===== src/rtl/bbd_pkg.sv =====
// bbd_pkg: shared types and constants of the border box detector
// no dependencies; imported by every module of the block
package bbd_pkg;

  localparam int CFG_W     = 9;  // width of the side and band registers
  localparam int LEVEL_W   = 8;
  localparam int CHAN_W    = 8;
  localparam int SIDES_W   = 3;
  localparam int CFG_IDX_W = 2;

  // configuration register indexes
  localparam logic [CFG_IDX_W-1:0] CFG_SQUARE_WIDTH   = 2'd0;
  localparam logic [CFG_IDX_W-1:0] CFG_SQUARE_HEIGHT  = 2'd1;
  localparam logic [CFG_IDX_W-1:0] CFG_BAND_THICKNESS = 2'd2;
  localparam logic [CFG_IDX_W-1:0] CFG_WHITE_LEVEL    = 2'd3;

  localparam logic [CFG_W-1:0]   RST_SQUARE_WIDTH   = 9'd64;
  localparam logic [CFG_W-1:0]   RST_SQUARE_HEIGHT  = 9'd64;
  localparam logic [CFG_W-1:0]   RST_BAND_THICKNESS = 9'd5;
  localparam logic [LEVEL_W-1:0] RST_WHITE_LEVEL    = 8'd160;

  localparam logic [SIDES_W-1:0] BOX_MIN_SIDES = 3'd2;

  // width that holds both a full side length and a configuration value
  function automatic int bbd_ext_w(input int max_side);
    int sw;
    begin
      sw = $clog2(max_side + 1);
      return (sw > CFG_W) ? sw : CFG_W;
    end
  endfunction

  // per-pixel flags handed from the position stage to the band update stage
  typedef struct packed {
    logic white;
    logic first_pix;   // column 0, row 0: clears the hit counts
    logic col0;        // first column: clears the row seen flags
    logic in_top;
    logic top_first;
    logic top_last;
    logic in_bot;
    logic bot_first;
    logic bot_last;
    logic in_left;
    logic left_last;
    logic in_right;
    logic right_last;
    logic last;        // last pixel of the square: emits a result
  } pix_flags_t;

  typedef struct packed {
    logic               box_found;
    logic [SIDES_W-1:0] sides_found;
  } result_t;

endpackage


===== src/rtl/border_box_detector.sv =====
// border_box_detector: white outline box detection over one board square
// result path: the last pixel's flags are registered, then its result is queued and presented
// throughput: one pixel per cycle while the result queue has room, set by the read-modify-write of the
//   band column memory (one read and one write port, forwarding on back-to-back hits)
// reset: synchronous active-low; clears counters and queue, loads register defaults,
//   band column memory is not cleared and needs no sweep
module border_box_detector
  import bbd_pkg::*;
#(
  parameter int MAX_SQUARE_SIDE = 256
) (
  input  logic                 clk,
  input  logic                 rst_n,
  // pixel input
  input  logic                 in_tvalid,
  output logic                 in_tready,
  input  logic [23:0]          in_tdata,   // blue [7:0], green [15:8], red [23:16]
  input  logic                 in_tuser,   // start_of_square [0]
  // result output
  output logic                 out_tvalid,
  input  logic                 out_tready,
  output logic [7:0]           out_tdata,  // sides_found [2:0], box_found [3], zero [7:4]
  // configuration writes
  input  logic                 cfg_we,
  input  logic [CFG_IDX_W-1:0] cfg_index,
  input  logic [CFG_W-1:0]     cfg_data
);

  localparam int POS_W = $clog2(MAX_SQUARE_SIDE);
  localparam int EXT_W = bbd_ext_w(MAX_SQUARE_SIDE);

  // configuration registers
  logic [CFG_W-1:0]   square_width_r;
  logic [CFG_W-1:0]   square_height_r;
  logic [CFG_W-1:0]   band_thickness_r;
  logic [LEVEL_W-1:0] white_level_r;

  always_ff @(posedge clk) begin
    if (!rst_n) begin
      square_width_r   <= RST_SQUARE_WIDTH;
      square_height_r  <= RST_SQUARE_HEIGHT;
      band_thickness_r <= RST_BAND_THICKNESS;
      white_level_r    <= RST_WHITE_LEVEL;
    end else if (cfg_we) begin
      case (cfg_index)
        CFG_SQUARE_WIDTH:   square_width_r   <= cfg_data;
        CFG_SQUARE_HEIGHT:  square_height_r  <= cfg_data;
        CFG_BAND_THICKNESS: band_thickness_r <= cfg_data;
        CFG_WHITE_LEVEL:    white_level_r    <= cfg_data[LEVEL_W-1:0];
        default: ;
      endcase
    end
  end

  // effective geometry: zero side taken as one, large sides saturate,
  // band thickness limited to the side it lies across
  function automatic logic [EXT_W-1:0] clamp_side(input logic [CFG_W-1:0] v);
    logic [EXT_W-1:0] ve;
    begin
      ve = EXT_W'(v);
      if (ve == '0) begin
        return EXT_W'(1);
      end else if (ve > EXT_W'(MAX_SQUARE_SIDE)) begin
        return EXT_W'(MAX_SQUARE_SIDE);
      end
      return ve;
    end
  endfunction

  logic [EXT_W-1:0] side_w, side_h, thick_e, thick_c, thick_r;

  always_comb begin
    side_w  = clamp_side(square_width_r);
    side_h  = clamp_side(square_height_r);
    thick_e = EXT_W'(band_thickness_r);
    thick_c = (thick_e < side_w) ? thick_e : side_w;
    thick_r = (thick_e < side_h) ? thick_e : side_h;
  end

  // input transaction
  logic accept;
  assign accept = in_tvalid && in_tready;

  logic [POS_W-1:0] rd_addr;
  logic             s1_valid;
  pix_flags_t       s1_flags;
  logic [POS_W-1:0] s1_idx;

  bbd_pos_ctrl #(
    .MAX_SQUARE_SIDE (MAX_SQUARE_SIDE)
  ) u_pos (
    .clk         (clk),
    .rst_n       (rst_n),
    .accept      (accept),
    .start       (in_tuser),
    .blue        (in_tdata[7:0]),
    .green       (in_tdata[15:8]),
    .red         (in_tdata[23:16]),
    .white_level (white_level_r),
    .side_w      (side_w),
    .side_h      (side_h),
    .thick_c     (thick_c),
    .thick_r     (thick_r),
    .rd_addr     (rd_addr),
    .s1_valid_r  (s1_valid),
    .s1_flags_r  (s1_flags),
    .s1_idx_r    (s1_idx)
  );

  // band stage: memory read issued with the transaction, updated in the following cycle
  logic    res_valid;
  result_t res;

  bbd_band_update #(
    .MAX_SQUARE_SIDE (MAX_SQUARE_SIDE)
  ) u_band (
    .clk       (clk),
    .rst_n     (rst_n),
    .rd_en     (accept),
    .rd_addr   (rd_addr),
    .s1_valid  (s1_valid),
    .s1_flags  (s1_flags),
    .s1_idx    (s1_idx),
    .side_w    (side_w),
    .side_h    (side_h),
    .res_valid (res_valid),
    .res       (res)
  );

  // result queue; the band stage never stalls, so a pixel is taken only when
  // a queue slot is guaranteed for it and for the result already in flight,
  // counting the slot freed by a result transaction in the same cycle
  logic       head_valid;
  result_t    head_data;
  logic [1:0] level;
  logic       out_pop;
  logic [2:0] committed;

  bbd_out_fifo u_fifo (
    .clk        (clk),
    .rst_n      (rst_n),
    .push       (res_valid),
    .push_data  (res),
    .pop_ready  (out_tready),
    .head_valid (head_valid),
    .head_data  (head_data),
    .level      (level)
  );

  assign out_pop    = head_valid && out_tready;
  assign committed  = 3'(level) + 3'(res_valid) - 3'(out_pop);
  assign in_tready  = committed <= 3'd1;
  assign out_tvalid = head_valid;
  assign out_tdata  = {4'b0000, head_data.box_found, head_data.sides_found};

endmodule


===== src/rtl/bbd_pos_ctrl.sv =====
// bbd_pos_ctrl: column and row counters, white test and band membership flags
// depends on bbd_pkg
module bbd_pos_ctrl
  import bbd_pkg::*;
#(
  parameter int MAX_SQUARE_SIDE = 256
) (
  input  logic                                   clk,
  input  logic                                   rst_n,
  input  logic                                   accept,
  input  logic                                   start,
  input  logic [CHAN_W-1:0]                      blue,
  input  logic [CHAN_W-1:0]                      green,
  input  logic [CHAN_W-1:0]                      red,
  input  logic [LEVEL_W-1:0]                     white_level,
  input  logic [bbd_ext_w(MAX_SQUARE_SIDE)-1:0]  side_w,
  input  logic [bbd_ext_w(MAX_SQUARE_SIDE)-1:0]  side_h,
  input  logic [bbd_ext_w(MAX_SQUARE_SIDE)-1:0]  thick_c,
  input  logic [bbd_ext_w(MAX_SQUARE_SIDE)-1:0]  thick_r,
  output logic [$clog2(MAX_SQUARE_SIDE)-1:0]     rd_addr,
  output logic                                   s1_valid_r,
  output pix_flags_t                             s1_flags_r,
  output logic [$clog2(MAX_SQUARE_SIDE)-1:0]     s1_idx_r
);

  localparam int POS_W = $clog2(MAX_SQUARE_SIDE);
  localparam int EXT_W = bbd_ext_w(MAX_SQUARE_SIDE);

  logic [POS_W-1:0] col_r, col_nxt;
  logic [POS_W-1:0] row_r, row_nxt;
  logic [POS_W-1:0] col, row;
  logic [EXT_W-1:0] col_e, row_e;
  logic             last_col, last_row;
  pix_flags_t       flags;

  always_comb begin
    col   = start ? '0 : col_r;
    row   = start ? '0 : row_r;
    col_e = EXT_W'(col);
    row_e = EXT_W'(row);

    last_col = col_e >= side_w - EXT_W'(1);
    last_row = row_e >= side_h - EXT_W'(1);

    flags.white      = (blue >= white_level) && (green >= white_level) &&
                       (red >= white_level);
    flags.first_pix  = (col == '0) && (row == '0);
    flags.col0       = (col == '0);
    flags.in_top     = row_e < thick_r;
    flags.top_first  = (row == '0);
    flags.top_last   = row_e == thick_r - EXT_W'(1);
    flags.in_bot     = (thick_r != '0) && (row_e >= side_h - thick_r) && (row_e < side_h);
    flags.bot_first  = row_e == side_h - thick_r;
    flags.bot_last   = row_e == side_h - EXT_W'(1);
    flags.in_left    = col_e < thick_c;
    flags.left_last  = col_e == thick_c - EXT_W'(1);
    flags.in_right   = (thick_c != '0) && (col_e >= side_w - thick_c) && (col_e < side_w);
    flags.right_last = col_e == side_w - EXT_W'(1);
    flags.last       = last_col && last_row;

    col_nxt = col_r;
    row_nxt = row_r;
    if (accept) begin
      if (last_col) begin
        col_nxt = '0;
        row_nxt = last_row ? '0 : row + POS_W'(1);
      end else begin
        col_nxt = col + POS_W'(1);
        row_nxt = row;
      end
    end
  end

  assign rd_addr = col;

  always_ff @(posedge clk) begin
    if (!rst_n) begin
      col_r      <= '0;
      row_r      <= '0;
      s1_valid_r <= 1'b0;
    end else begin
      col_r      <= col_nxt;
      row_r      <= row_nxt;
      s1_valid_r <= accept;
    end
  end

  always_ff @(posedge clk) begin
    if (accept) begin
      s1_flags_r <= flags;
      s1_idx_r   <= col;
    end
  end

endmodule


===== src/rtl/bbd_band_update.sv =====
// bbd_band_update: band column memory read-modify-write, hit counters, side vote
// depends on bbd_pkg
module bbd_band_update
  import bbd_pkg::*;
#(
  parameter int MAX_SQUARE_SIDE = 256
) (
  input  logic                                   clk,
  input  logic                                   rst_n,
  input  logic                                   rd_en,
  input  logic [$clog2(MAX_SQUARE_SIDE)-1:0]     rd_addr,
  input  logic                                   s1_valid,
  input  pix_flags_t                             s1_flags,
  input  logic [$clog2(MAX_SQUARE_SIDE)-1:0]     s1_idx,
  input  logic [bbd_ext_w(MAX_SQUARE_SIDE)-1:0]  side_w,
  input  logic [bbd_ext_w(MAX_SQUARE_SIDE)-1:0]  side_h,
  output logic                                   res_valid,
  output result_t                                res
);

  localparam int POS_W = $clog2(MAX_SQUARE_SIDE);
  localparam int EXT_W = bbd_ext_w(MAX_SQUARE_SIDE);
  localparam int CNT_W = $clog2(MAX_SQUARE_SIDE + 1);
  localparam int CMP_W = (CNT_W + 4 > EXT_W) ? CNT_W + 4 : EXT_W;

  // bit 0: top band column, bit 1: bottom band column
  logic [1:0] band_mem [MAX_SQUARE_SIDE];
  logic [1:0] rd_data_r;

  logic             wr_vld_r;
  logic [POS_W-1:0] wr_addr_r;
  logic [1:0]       wr_data_r;

  logic [CNT_W-1:0] top_cnt_r, top_cnt_nxt;
  logic [CNT_W-1:0] bot_cnt_r, bot_cnt_nxt;
  logic [CNT_W-1:0] left_cnt_r, left_cnt_nxt;
  logic [CNT_W-1:0] right_cnt_r, right_cnt_nxt;
  logic             left_seen_r, left_seen_nxt;
  logic             right_seen_r, right_seen_nxt;

  logic [1:0]       cur;
  logic [1:0]       wr_data;
  logic             wr_en;
  logic             top_v, bot_v;
  logic [CNT_W-1:0] top_base, bot_base, left_base, right_base;
  logic             left_base_seen, right_base_seen;
  logic             top_hit, bot_hit, left_hit, right_hit;

  function automatic logic side_hit(input logic [CNT_W-1:0] cnt,
                                    input logic [EXT_W-1:0] side);
    logic [CMP_W-1:0] ten;
    begin
      ten = (CMP_W'(cnt) << 3) + (CMP_W'(cnt) << 1);
      return ten > CMP_W'(side);
    end
  endfunction

  always_ff @(posedge clk) begin
    if (rd_en) begin
      rd_data_r <= band_mem[rd_addr];
    end
    if (wr_en) begin
      band_mem[s1_idx] <= wr_data;
    end
  end

  always_comb begin
    // the previous pixel's write may not have reached the read port yet
    cur = (wr_vld_r && (wr_addr_r == s1_idx)) ? wr_data_r : rd_data_r;

    top_v = s1_flags.white || (!s1_flags.top_first && cur[0]);
    bot_v = s1_flags.white || (!s1_flags.bot_first && cur[1]);

    wr_en   = s1_valid && (s1_flags.in_top || s1_flags.in_bot);
    wr_data = {s1_flags.in_bot ? bot_v : cur[1], s1_flags.in_top ? top_v : cur[0]};

    top_base   = s1_flags.first_pix ? '0 : top_cnt_r;
    bot_base   = s1_flags.first_pix ? '0 : bot_cnt_r;
    left_base  = s1_flags.first_pix ? '0 : left_cnt_r;
    right_base = s1_flags.first_pix ? '0 : right_cnt_r;

    left_base_seen  = s1_flags.col0 ? 1'b0 : left_seen_r;
    right_base_seen = s1_flags.col0 ? 1'b0 : right_seen_r;

    left_seen_nxt  = s1_flags.in_left  ? (left_base_seen  || s1_flags.white) : left_base_seen;
    right_seen_nxt = s1_flags.in_right ? (right_base_seen || s1_flags.white) : right_base_seen;

    top_hit   = s1_flags.in_top   && s1_flags.top_last   && top_v;
    bot_hit   = s1_flags.in_bot   && s1_flags.bot_last   && bot_v;
    left_hit  = s1_flags.in_left  && s1_flags.left_last  && left_seen_nxt;
    right_hit = s1_flags.in_right && s1_flags.right_last && right_seen_nxt;

    top_cnt_nxt   = top_base   + CNT_W'(top_hit);
    bot_cnt_nxt   = bot_base   + CNT_W'(bot_hit);
    left_cnt_nxt  = left_base  + CNT_W'(left_hit);
    right_cnt_nxt = right_base + CNT_W'(right_hit);

    res.sides_found = SIDES_W'(side_hit(top_cnt_nxt, side_w)) +
                      SIDES_W'(side_hit(bot_cnt_nxt, side_w)) +
                      SIDES_W'(side_hit(left_cnt_nxt, side_h)) +
                      SIDES_W'(side_hit(right_cnt_nxt, side_h));
    res.box_found   = res.sides_found >= BOX_MIN_SIDES;
    res_valid       = s1_valid && s1_flags.last;
  end

  always_ff @(posedge clk) begin
    if (!rst_n) begin
      wr_vld_r     <= 1'b0;
      top_cnt_r    <= '0;
      bot_cnt_r    <= '0;
      left_cnt_r   <= '0;
      right_cnt_r  <= '0;
      left_seen_r  <= 1'b0;
      right_seen_r <= 1'b0;
    end else begin
      wr_vld_r <= wr_en;
      if (s1_valid) begin
        top_cnt_r    <= top_cnt_nxt;
        bot_cnt_r    <= bot_cnt_nxt;
        left_cnt_r   <= left_cnt_nxt;
        right_cnt_r  <= right_cnt_nxt;
        left_seen_r  <= left_seen_nxt;
        right_seen_r <= right_seen_nxt;
      end
    end
  end

  always_ff @(posedge clk) begin
    if (wr_en) begin
      wr_addr_r <= s1_idx;
      wr_data_r <= wr_data;
    end
  end

endmodule


===== src/rtl/bbd_out_fifo.sv =====
// bbd_out_fifo: two-entry result queue between the band stage and the output port
// depends on bbd_pkg
module bbd_out_fifo
  import bbd_pkg::*;
(
  input  logic    clk,
  input  logic    rst_n,
  input  logic    push,
  input  result_t push_data,
  input  logic    pop_ready,
  output logic    head_valid,
  output result_t head_data,
  output logic [1:0] level
);

  logic [1:0] cnt_r, cnt_nxt;
  result_t    ent0_r, ent1_r;
  logic       pop;
  logic [1:0] slot;

  assign head_valid = (cnt_r != 2'd0);
  assign head_data  = ent0_r;
  assign level      = cnt_r;
  assign pop        = head_valid && pop_ready;
  assign slot       = cnt_r - 2'(pop);
  assign cnt_nxt    = cnt_r + 2'(push) - 2'(pop);

  always_ff @(posedge clk) begin
    if (!rst_n) begin
      cnt_r <= 2'd0;
    end else begin
      cnt_r <= cnt_nxt;
    end
  end

  always_ff @(posedge clk) begin
    if (push && (slot == 2'd0)) begin
      ent0_r <= push_data;
    end else if (pop) begin
      ent0_r <= ent1_r;
    end
    if (push && (slot != 2'd0)) begin
      ent1_r <= push_data;
    end
  end

endmodule


===== config.mk =====
export PLATFORM = sky130hd
export DESIGN_NAME = border_box_detector
export DESIGN_NICKNAME = d
export VERILOG_FILES = /design/src/rtl/bbd_pkg.sv /design/src/rtl/border_box_detector.sv /design/src/rtl/bbd_pos_ctrl.sv /design/src/rtl/bbd_band_update.sv /design/src/rtl/bbd_out_fifo.sv
export SDC_FILE = /design/constraint.sdc
export NUM_CORES = 1
export LEC_CHECK = 0
export ABC_AREA = 1
export BUFFER_PORTS_ARGS = -buffer_cell sky130_fd_sc_hd__buf_2
export CORE_UTILIZATION = 45
export DETAILED_ROUTE_END_ITERATION = 8
export GPL_ROUTABILITY_DRIVEN = 0
export GPL_TIMING_DRIVEN = 0
export SYNTH_ARGS = -nofsm -noshare
export SYNTH_HDL_FRONTEND = slang
export SYNTH_SLANG_ARGS = --single-unit

===== constraint.sdc =====
create_clock -name clk -period 5.44 [get_ports clk]
set_input_delay 0.272 -clock clk [delete_from_list [all_inputs] [get_ports clk]]
set_output_delay 0.272 -clock clk [all_outputs]
set_load 0.005 [all_outputs]

---- After elaboration in Yosys (flattened, before gate mapping) ----
Memories as Yosys holds them, arrays and structs flattened. A register that Yosys moved wholly into a read port is not among the register bits.
Cells that the tools add are included.
operators by class
  add/sub/neg operators ................... 24
  magnitude comparators ................... 21
  equality and inequality tests ........... 9
  multiplexer cells ....................... 32
  reductions and logical operators ........ 47
operator list
  operator                                                            count
  9-bit 2-to-1 mux                                                    12
  12-bit by 10-bit adder with 13-bit output                           4
  13-bit by 9-bit > comparator with 1-bit output                      4
  8-bit by 9-bit equality test with 1-bit output                      5
  8-bit 2-to-1 mux                                                    5
  9-bit by 1-bit adder with 9-bit output                              4
  8-bit by 9-bit >= comparator with 1-bit output                      4
  8-bit by 9-bit < comparator with 1-bit output                       4
  9-bit by 1-bit subtractor with 9-bit output, second input constant  4
  1-bit logical AND                                                   25
  8-bit >= comparator                                                 3
  9-bit > comparator, second input constant                           2
  9-bit logical NOT                                                   2
  9-bit < comparator                                                  2
  9-bit nonzero test                                                  2
  9-bit subtractor                                                    2
  8-bit by 1-bit adder with 8-bit output, second input constant       2
  8-bit logical NOT                                                   2
  1-bit 2-to-1 mux                                                    12
  8-bit equality test                                                 1
  4-bit 2-to-1 mux                                                    2
  2-bit AND reduction                                                 4
  3-bit by 1-bit adder with 3-bit output                              2
  2-bit nonzero test                                                  3
  13 further kinds                                                    21
storage, ports and cells
  bits in registers ....................... 133
  RAM bits ................................ 512
  bits of input ports ..................... 41
  word-level logic and storage cells ...... 170
  memories kept ........................... 1
memories
  name             depth  width  read ports  clocked after Yosys merged registers in  write ports  RTL line               RTL
  u_band.band_mem  256    2      1           1                                        1            bbd_band_update.sv:27  logic [1:0] band_mem [MAX_SQUARE_SIDE];

---- Depth between registers and ports, before layout ----
Gate-level depths: netlist of run 1.
  word-level depth ........................ 14
  gate-level depth with buffers ........... 39

---- Cells and area by module ----
A second synthesis of run 1 with hierarchy kept.
second synthesis, totals
  cell total of the unflattened synthesis .. 3763
  area total of the unflattened synthesis .. 34782.1 µm²
by module, submodules not included
  module               times used  cells each  area each (µm²)  sequential area each (µm²)
  bbd_band_update      1           2703        26830.7          16515.8
  bbd_pos_ctrl         1           675         5171.2           1001.0
  border_box_detector  1           339         2314.7           700.7
  bbd_out_fifo         1           46          465.4            280.3

---- Worst setup path before layout of run 1 ----
OpenSTA, ideal clock, no wires.
  kind .................................... reg2reg
  start point ............................. reg u_pos.s1_idx_r[2]
  end point ............................... reg u_fifo.ent0_r, in the netlist u_fifo.head_data[1], data pin
  library setup time ...................... 0.260 ns
  data arrival time ....................... 5.475 ns
  data required time ...................... 5.180 ns
  setup slack ............................. -0.295 ns
  stages on the path, launching flop included .. 37
  buffers on the path ..................... 0
  period minus slack after synthesis ...... 5.735 ns
  cell sequence ........................... edfxtp_1 nand2_1 nand2_1 nor3b_1 nand3_1 nor4_1 or2_2 nand2_1 o21ai_0 nand2_1 nor2_1 ha_1 ha_1 inv_1 nor2_1 inv_1 nor2_1 nand2_1 nand2_1 inv_1 ha_1 a21oi_1 and2_1 inv_1 a21oi_1 inv_1 a21oi_1 xnor2_1 ha_1 nand4_1 o41ai_1 nand4_1 ha_1 inv_1 fa_1 ha_1 mux2_2
RTL lines
  item                      RTL line            RTL
  start: declaration        bbd_pos_ctrl.sv:23  output logic [$clog2(MAX_SQUARE_SIDE)-1:0] s1_idx_r
  start signal: assignment  bbd_pos_ctrl.sv:91  s1_idx_r <= col;
  end signal: assignment    bbd_out_fifo.sv:38  ent0_r <= push_data;
  end signal: assignment    bbd_out_fifo.sv:40  ent0_r <= ent1_r;
  end: declaration          bbd_out_fifo.sv:17  result_t ent0_r, ent1_r;

==> results of run 1 <==
## power breakdown
part / switching (W) / leakage, nW / total, W / internal [W]
logic: 0.00398 / 7.80 / 0.00547 / 0.00148
registers: 0.000154 / 5.77 / 0.00671 / 0.00656
clock network: 0.00210 / 1.13 / 0.00488 / 0.00278
total: 0.00623 / 14.7 / 0.0171 / 0.0108
## flip-flops by register name (all words and copies together) (netlist names), 9 cells and up
| signal | count |
|---|---|
| square_width_r | 9 |
| u_band.bot_cnt_r | 9 |
| u_band.right_cnt_r | 9 |
| u_band.top_cnt_r | 9 |
| u_band.band_mem | 512 |
| u_pos.s1_flags_r | 14 |
| u_band.left_cnt_r | 9 |
| band_thickness_r | 9 |
| square_height_r | 9 |
## how the worst max path moves through the flow
| stage | from | endpoint | cells after the start |
|---|---|---|---|
| after detailed placement | u_pos.s1_idx_r[6] | u_fifo.head_data[1] | 37 |
| after floorplan | u_pos.s1_idx_r[2] | u_fifo.head_data[1] | 36 |
| final | u_pos.s1_idx_r[2] | u_fifo.head_data[1] | 39 |
| after CTS | u_pos.s1_idx_r[6] | u_fifo.head_data[1] | 38 |
| after global routing | u_pos.s1_idx_r[2] | u_fifo.head_data[1] | 37 |
| after global placement | u_pos.s1_idx_r[6] | u_band.band_mem[241][0] | 11 |
## per-layer routing
layer  routed length [um]  vias to the layer above  track usage [%]
li1                     -                    12700                -
met1                44400                    13000             37.0
met2                51000                     1186             46.5
met3                 9730                      276             5.48
met4                 5070                        2             12.3
met5                   14                        -                0
## Yosys cell counts, types with 8 or more instances
| library cell | instances |
|---|---|
| buf_2 | 26 |
| inv_1 | 296 |
| clkbuf_1 | 138 |
| nand2_2 | 16 |
| nand4_1 | 38 |
| nor3_1 | 18 |
| fa_1 | 8 |
| buf_4 | 11 |
| xor2_1 | 61 |
| nor2_1 | 740 |
| nand3_1 | 155 |
| o221ai_1 | 12 |
| a21oi_1 | 155 |
| xnor2_1 | 17 |
| o211ai_1 | 122 |
| dfxtp_1 | 93 |
| ha_1 | 205 |
| a21o_1 | 8 |
| o21ai_0 | 401 |
| nand2_1 | 340 |
| edfxtp_1 | 554 |
| o22ai_1 | 21 |
| nor2_2 | 8 |
## worst reg2reg max path, delay by kind of cell, from the launching register on
| family | cells | cell delay [ps] |
|---|---|---|
| xor gates and xnor gates | 1 | 150 |
| and+or+nand+nor | 16 | 2150 |
| AOI/OAI and AO/OA | 6 | 750 |
| muxes | 1 | 250 |
| DFF | 1 | 420 |
| adders and majority gates | 7 | 1860 |
| buffers and inverters | 8 | 590 |
## kinds of logic (layout without fill, tap and decap cells)
| group | count (synthesis) | count (layout) | share of synthesized area [%] |
|---|---|---|---|
| AOI/OAI and AO/OA | 763 | 763 | 12.8 |
| adders and majority gates | 213 | 213 | 8.03 |
| and+or+nand+nor | 1357 | 1357 | 16.8 |
| muxes | 2 | 2 | 0.0664 |
| xor gates and xnor gates | 79 | 79 | 2.08 |
| other | 1 | 6 | 0.0111 |
| buffers and inverters | 487 | 705 | 5.68 |
| DFF | 647 | 647 | 54.5 |
## repair_timing
item,CTS,global route
cloned,0,0
setup endpoints to repair,9,11
buffers inserted,22,9
endpoints found under the hold margin,21,0
resized for setup,44,39
pin swaps,27,22
hold buffers,8,0
## cells in the final DEF, fill, tap and decap left out, types with 72 or more instances in the layout
master / n
nand2_1: 322
a21oi_1: 150
nor2_1: 734
clkbuf_16: 74
o211ai_1: 122
ha_1: 197
o21ai_0: 393
dfxtp_1: 93
buf_2: 72
edfxtp_1: 554
inv_1: 286
clkbuf_1: 157
nand3_1: 154
## cell type report
type                       instances  area (um^2)
sequential                       647        18500
clock buffer                      95         1940
timing repair buffer              88          659
buffer                           180          774
tap                              969         1210
inverter                         307         1160
antenna                            2         5.00
clock inverter                    35          385
multi-input combinational       2418        13900
fill                            6844        36100
## stage by stage
stage          setup TNS (ps)  util [%]  instances  total power, W  hold WS (ps)
2_1_floorplan            -860         -       3552          0.0100           398
3_3_place_gp         -1578550      47.5       4566          0.0116           445
3_5_place_dp           -14720      47.7       4570          0.0119           449
4_1_cts                 -4660      51.3       4730          0.0169          18.8
5_1_grt                 -7980      51.6       4739          0.0178          38.8
6_report                -6060      51.6       4741          0.0171          44.0
==> flow_metrics.env, run 1 <==
export IMPL_run_status="finished, violations left"
export IMPL_failing_checks="setup timing"
export IMPL_setup_violations=8
export IMPL_placed_cell_area_um2=35600
export IMPL_dr_first_iter_drc_count=2943
export IMPL_synth_sequential_area_ratio_pct=54.5
export IMPL_holdCritStartpoint="cfg_data[3]"
export IMPL_antenna_found_initial=2
export IMPL_synth_flop_cell="edfxtp_1"
export IMPL_max_clock_path_buffers=3
export IMPL_ys_async_sr_fraction_pct=0
export IMPL_route_detailed_vias_per_inst=5.73
export IMPL_rows=100
export IMPL_cellLeakagePower_nw=14.7
export IMPL_timing_final_crit_period_ps=6430
export IMPL_critical_path_top_delay_family="simple AND/OR/NAND/NOR gates"
export IMPL_detail_route_drc_violations=0
export IMPL_core_region_area_um2=74600
export IMPL_fin_crit_sh_pct=118
export IMPL_area_growth_pct=13.5
export IMPL_setup_worst_path_class="reg -> reg"
export IMPL_cp_slowest_cell="ha_1"
export IMPL_max_freq_mhz=156
export IMPL_data_required_time_of_the_critical_path_ps=5820
export IMPL_cts_tree="done"
export IMPL_globalRoute_totalOverflow=0
export IMPL_post_place_ws_ps=-2080
export IMPL_ant_nets=0
export IMPL_ff2ff_path_depth=39
export IMPL_die_h_um=277
export IMPL_endpoint_kind="register"
export IMPL_max_cap_violations=0
export IMPL_die_width_um=277
export IMPL_finalHoldViolCount=0
export IMPL_synthesis_area_um2=33900
export IMPL_wire_per_inst_um=23.3
export IMPL_skew_ps=42.8
export IMPL_ctsRootBufferMaster="clkbuf_16"
export IMPL_worst_path_buf_inv=8
export IMPL_io_pin_count=51
export IMPL_critical_path_reg2reg_startpoint="u_pos.s1_idx_r[2]"
export IMPL_worstReg2RegEnd="u_fifo.head_data[1]"
export IMPL_synthesis_instances=3549
export IMPL_synth_seq_cells=647
export IMPL_holdCritPathClass="in -> reg"
export IMPL_slew_limit_fails=0
export IMPL_cts_buffers=73
export IMPL_hold_end="square_width_r[3]"
export IMPL_regToRegSetupSlack_ps=-990
export IMPL_first_global_vias=25900
export IMPL_overall_track_demand_over_capacity_in_global_routing_pct=28.5
export IMPL_hold_depth=3
export IMPL_unrepaired_setup_endpoints_after_global_routing="true"
export IMPL_cp_slowest_stage_delay_ps=430
export IMPL_final_net_count=3969
export IMPL_start_util_pct=45.5
export IMPL_yosysWarnings=0
export IMPL_worstPathArrival_ps=6810
export IMPL_clk_transition_reported_paths_ps=60
export IMPL_grt_pass1_wl_mm=161
export IMPL_top_area_cells_in_the_synthesized_netlist="edfxtp_1 49%, nor2_1 8.2%, ha_1 7.6%"
export IMPL_slew_headroom_pct=7.08
export IMPL_drt_pass1_iter_count=6
export IMPL_dp_hpwl_mm=77.6
export IMPL_ir_worst_vdd_mv=0.595
export IMPL_critical_path_max_fanout=3
export IMPL_io_buffer_count=45
export IMPL_start_kind="register"
export IMPL_die_outline_area_um2=76500
export IMPL_layout_setup_ws_ps=-988
export IMPL_grt_start_max_net_pins=151
export IMPL_dr_total_vias=27200
export IMPL_yosysTopAreaCellShare_pct=49.0
export IMPL_insertion_delay_ps=660
export IMPL_tightestPinTransition_ps=1390
export IMPL_share_of_final_layout_standard_cells_stronger_than_drive_strength_1_pct=9.28
export IMPL_postLayoutCellArea_um2=38500
export IMPL_cts_max_level=3
export IMPL_syn_mean_instance_area_um2=9.56
export IMPL_power_density_nw_per_um2=443
export IMPL_cts_num_sinks=647
export IMPL_number_of_synthesized_flops_with_an_enable_pin=554
export IMPL_netlist_top_cell_by_area="edfxtp_1"
export IMPL_detail_route_wirelength_mm=110
export IMPL_synthDistinctLibCells=62
Note: power is estimated with default switching activity, not from simulation.
==> inputs of run 2 (changes only) <==
ABC_AREA = not set   (was 1)
BUFFER_PORTS_ARGS = not set   (was -buffer_cell sky130_fd_sc_hd__buf_2)
DONT_BUFFER_PORTS = 1   (was not set)
==> run 2 against run 1 <==
Compared with the run above: the flow finishes with violations (DRC, setup timing); non-clock buffer count decreased by 21; count of clock-buffer cells in the layout grew 3; cell count shrank 12%; critical endpoint unchanged; largest cell class unchanged; largest power group unchanged.
==> flow_metrics.env, run 2 <==
export IMPL_run_status="finished, violations left"
export IMPL_failing_checks="DRC, setup timing"
export IMPL_ctsRootBufferMaster="clkbuf_16"
export IMPL_top_register="u_band.band_mem"
export IMPL_io_buffer_count=0
export IMPL_critical_path_top_delay_family="adder cells"
export IMPL_holdCritPathClass="in -> reg"
export IMPL_globalRoute_totalOverflow=0
export IMPL_layout_setup_ws_ps=-595
export IMPL_top_area_cells_in_the_synthesized_netlist="edfxtp_1 50%, ha_1 7.6%, dfxtp_1 5.6%"
export IMPL_setup_violations=8
export IMPL_cpMostUsedCell="ha_4"
export IMPL_detail_route_wirelength_mm=100
export IMPL_mostFrequentLayoutCells="554 x edfxtp_1, 362 x nor2_1, 254 x nand2_1"
export IMPL_finalHoldViolCount=0
export IMPL_cts_max_level=3
export IMPL_tightestPinTransition_ps=1120
export IMPL_core_region_area_um2=73300
export IMPL_n_antenna_cell=0
export IMPL_yosysMostFrequentCell="edfxtp_1"
export IMPL_regToRegSetupSlack_ps=-600
export IMPL_insertion_delay_ps=640
export IMPL_synth_sequential_area_ratio_pct=55.2
export IMPL_data_required_time_of_the_critical_path_ps=5830
export IMPL_area_growth_pct=15.6
export IMPL_die_width_um=275
export IMPL_dr_total_vias=24500
export IMPL_layout_cells_non_filler=4153
export IMPL_power_density_nw_per_um2=393
export IMPL_synthesis_area_um2=33500
export IMPL_grt_busiest_layer="met2"
export IMPL_synth_seq_cells=647
export IMPL_yosysWarnings=0
export IMPL_ant_nets=0
export IMPL_slew_limit_fails=0
export IMPL_largest_register_ffs=512
export IMPL_max_freq_mhz=166
export IMPL_biggestRegsByFlops="u_band.band_mem (512), u_pos.s1_flags_r (14)"
export IMPL_route_detailed_vias_per_inst=5.91
export IMPL_critical_path_max_fanout=3
export IMPL_start_kind="register"
export IMPL_unrepaired_setup_endpoints_after_global_routing="true"
export IMPL_cts_buffers=72
export IMPL_placed_cells=3947
export IMPL_endpoint_kind="register"
export IMPL_overall_track_demand_over_capacity_in_global_routing_pct=26.2
export IMPL_regArea_um2=18500
export IMPL_worstPathArrival_ps=6420
export IMPL_cp_slowest_stage_delay_ps=520
export IMPL_groute_layer_met1_usage_pct=32.8
export IMPL_final_net_count=3393
export IMPL_grtUsageMet2_pct=44.9
export IMPL_wire_per_inst_um=24.1
export IMPL_dp_hpwl_mm=68.2
export IMPL_drt_pass1_iter_count=9
export IMPL_final_common_cell="edfxtp_1"
export IMPL_synthesis_instances=2980
export IMPL_max_clock_path_buffers=3
export IMPL_netlist_top_cell_by_area="edfxtp_1"
export IMPL_p_total_w=0.0152
export IMPL_skew_ps=25.4
export IMPL_slew_headroom_pct=25.3
export IMPL_post_place_ws_ps=-1130
export IMPL_syn_mean_instance_area_um2=11.3
export IMPL_io_pin_count=51
export IMPL_clk_transition_reported_paths_ps=60
export IMPL_share_of_final_layout_standard_cells_stronger_than_drive_strength_1_pct=14.4
export IMPL_fin_worst_hold_slack_ps=32.2
export IMPL_rows=99
export IMPL_ys_async_sr_fraction_pct=0
export IMPL_antenna_found_initial=0
export IMPL_synthTopCellsByCount="554 x edfxtp_1, 369 x nor2_1, 265 x nand2_1"
export IMPL_grt_start_max_net_pins=105
export IMPL_cp_slowest_cell="fa_2"
export IMPL_cellLeakagePower_nw=13.9
export IMPL_die_h_um=275
export IMPL_first_global_vias=24500
export IMPL_max_cap_violations=0
export IMPL_timing_final_crit_period_ps=6040
export IMPL_final_fill_count=6363
export IMPL_ir_worst_vdd_mv=0.281
export IMPL_die_outline_area_um2=75600
export IMPL_synthDistinctLibCells=82
export IMPL_cts_num_sinks=647
export IMPL_grt_pass1_wl_mm=147
export IMPL_fin_crit_sh_pct=111
export IMPL_cts_tree="done"
export IMPL_worst_path_buf_inv=5
export IMPL_synth_flop_cell="edfxtp_1"
export IMPL_detail_route_drc_violations=1
export IMPL_use_met3_pct=3.70
export IMPL_number_of_synthesized_flops_with_an_enable_pin=554
export IMPL_dr_first_iter_drc_count=2525
export IMPL_start_util_pct=45.7
export IMPL_area_of_the_multi_input_gates_um2=14500
export IMPL_yosysTopAreaCellShare_pct=49.6
export IMPL_setup_worst_path_class="reg -> reg"
==> run 2: logic make-up (layout without fill, tap and decap cells) <==
group | Yosys count | count (layout) | share of synthesized area [%]
multiplexers | 188 | 188 | 6.01
other | 1 | 4 | 0.0112
buffers and inverters | 303 | 514 | 3.79
AND/OR/NAND/NOR | 989 | 989 | 13.7
flip-flops | 647 | 647 | 55.2
XOR/XNOR | 107 | 107 | 2.82
adder cells (fa/ha/maj) | 214 | 214 | 8.16
AO/OA/AOI/OAI | 531 | 531 | 10.4
==> run 2: repair_timing <==
item | 4_1_cts | 5_1_grt
resized for setup | 87 | 74
pin swaps | 43 | 66
endpoints found under the hold margin | 37 | 0
buffers inserted | 24 | 40
cloned | 0 | 1
hold buffers | 16 | 0
setup endpoints to repair | 13 | 13
==> run 2: layer usage <==
metal | routed length (um) | vias up | share of wire [%]
met3 | 6580 | 235 | 6.6
met5 | 0 | - | 0
met4 | 4340 | 0 | 4.3
met1 | 39900 | 12100 | 40
li1 | - | 11200 | -
met2 | 49400 | 1014 | 49
==> run 2: power by group <==
part / switching (W) / internal, W / leakage, nW
registers: 0.000148 / 0.00644 / 5.76
clock network: 0.00206 / 0.00288 / 1.16
logic: 0.00263 / 0.00109 / 6.98
==> run 2: layout make-up <==
cell class,instances,area share (%)
buffer,161,2.08
clock buffer,98,5.14
clock inverter,31,1.05
inverter,138,1.34
multi-input combinational,2033,37.5
sequential,647,47.8
tap,959,3.10
timing repair buffer,86,2.07
==> run 2: stage by stage <==
step           area (um^2)  setup TNS, ps  util, %
3_5_place_dp         35000          -9250     47.7
3_3_place_gp         34800       -1630660     47.5
4_1_cts              38100          -3870     52.0
2_1_floorplan        33600           -244        -
6_report             38800          -2910     52.9
5_1_grt              38800          -5510     52.9
==> run 2: worst paths after layout <==
path / start / endpoint / depth (start not counted)
min: cfg_index[0] / square_height_r[1] / 4
min reg2reg: u_pos.row_r[7] / u_pos.row_r[7] / 2
max: u_pos.s1_idx_r[2] / u_fifo.head_data[1] / 28
max reg2reg: u_pos.s1_idx_r[2] / u_fifo.head_data[1] / 28
==> run 2: worst register-to-register path, delay by kind of cell (launching register included) <==
kind | cells | cell delay [ps]
adder cells (fa/ha/maj) | 8 | 2370
multiplexers | 2 | 480
XOR/XNOR | 2 | 300
flip-flops | 1 | 420
AND/OR/NAND/NOR | 5 | 920
AO/OA/AOI/OAI | 6 | 900
buffers and inverters | 5 | 450
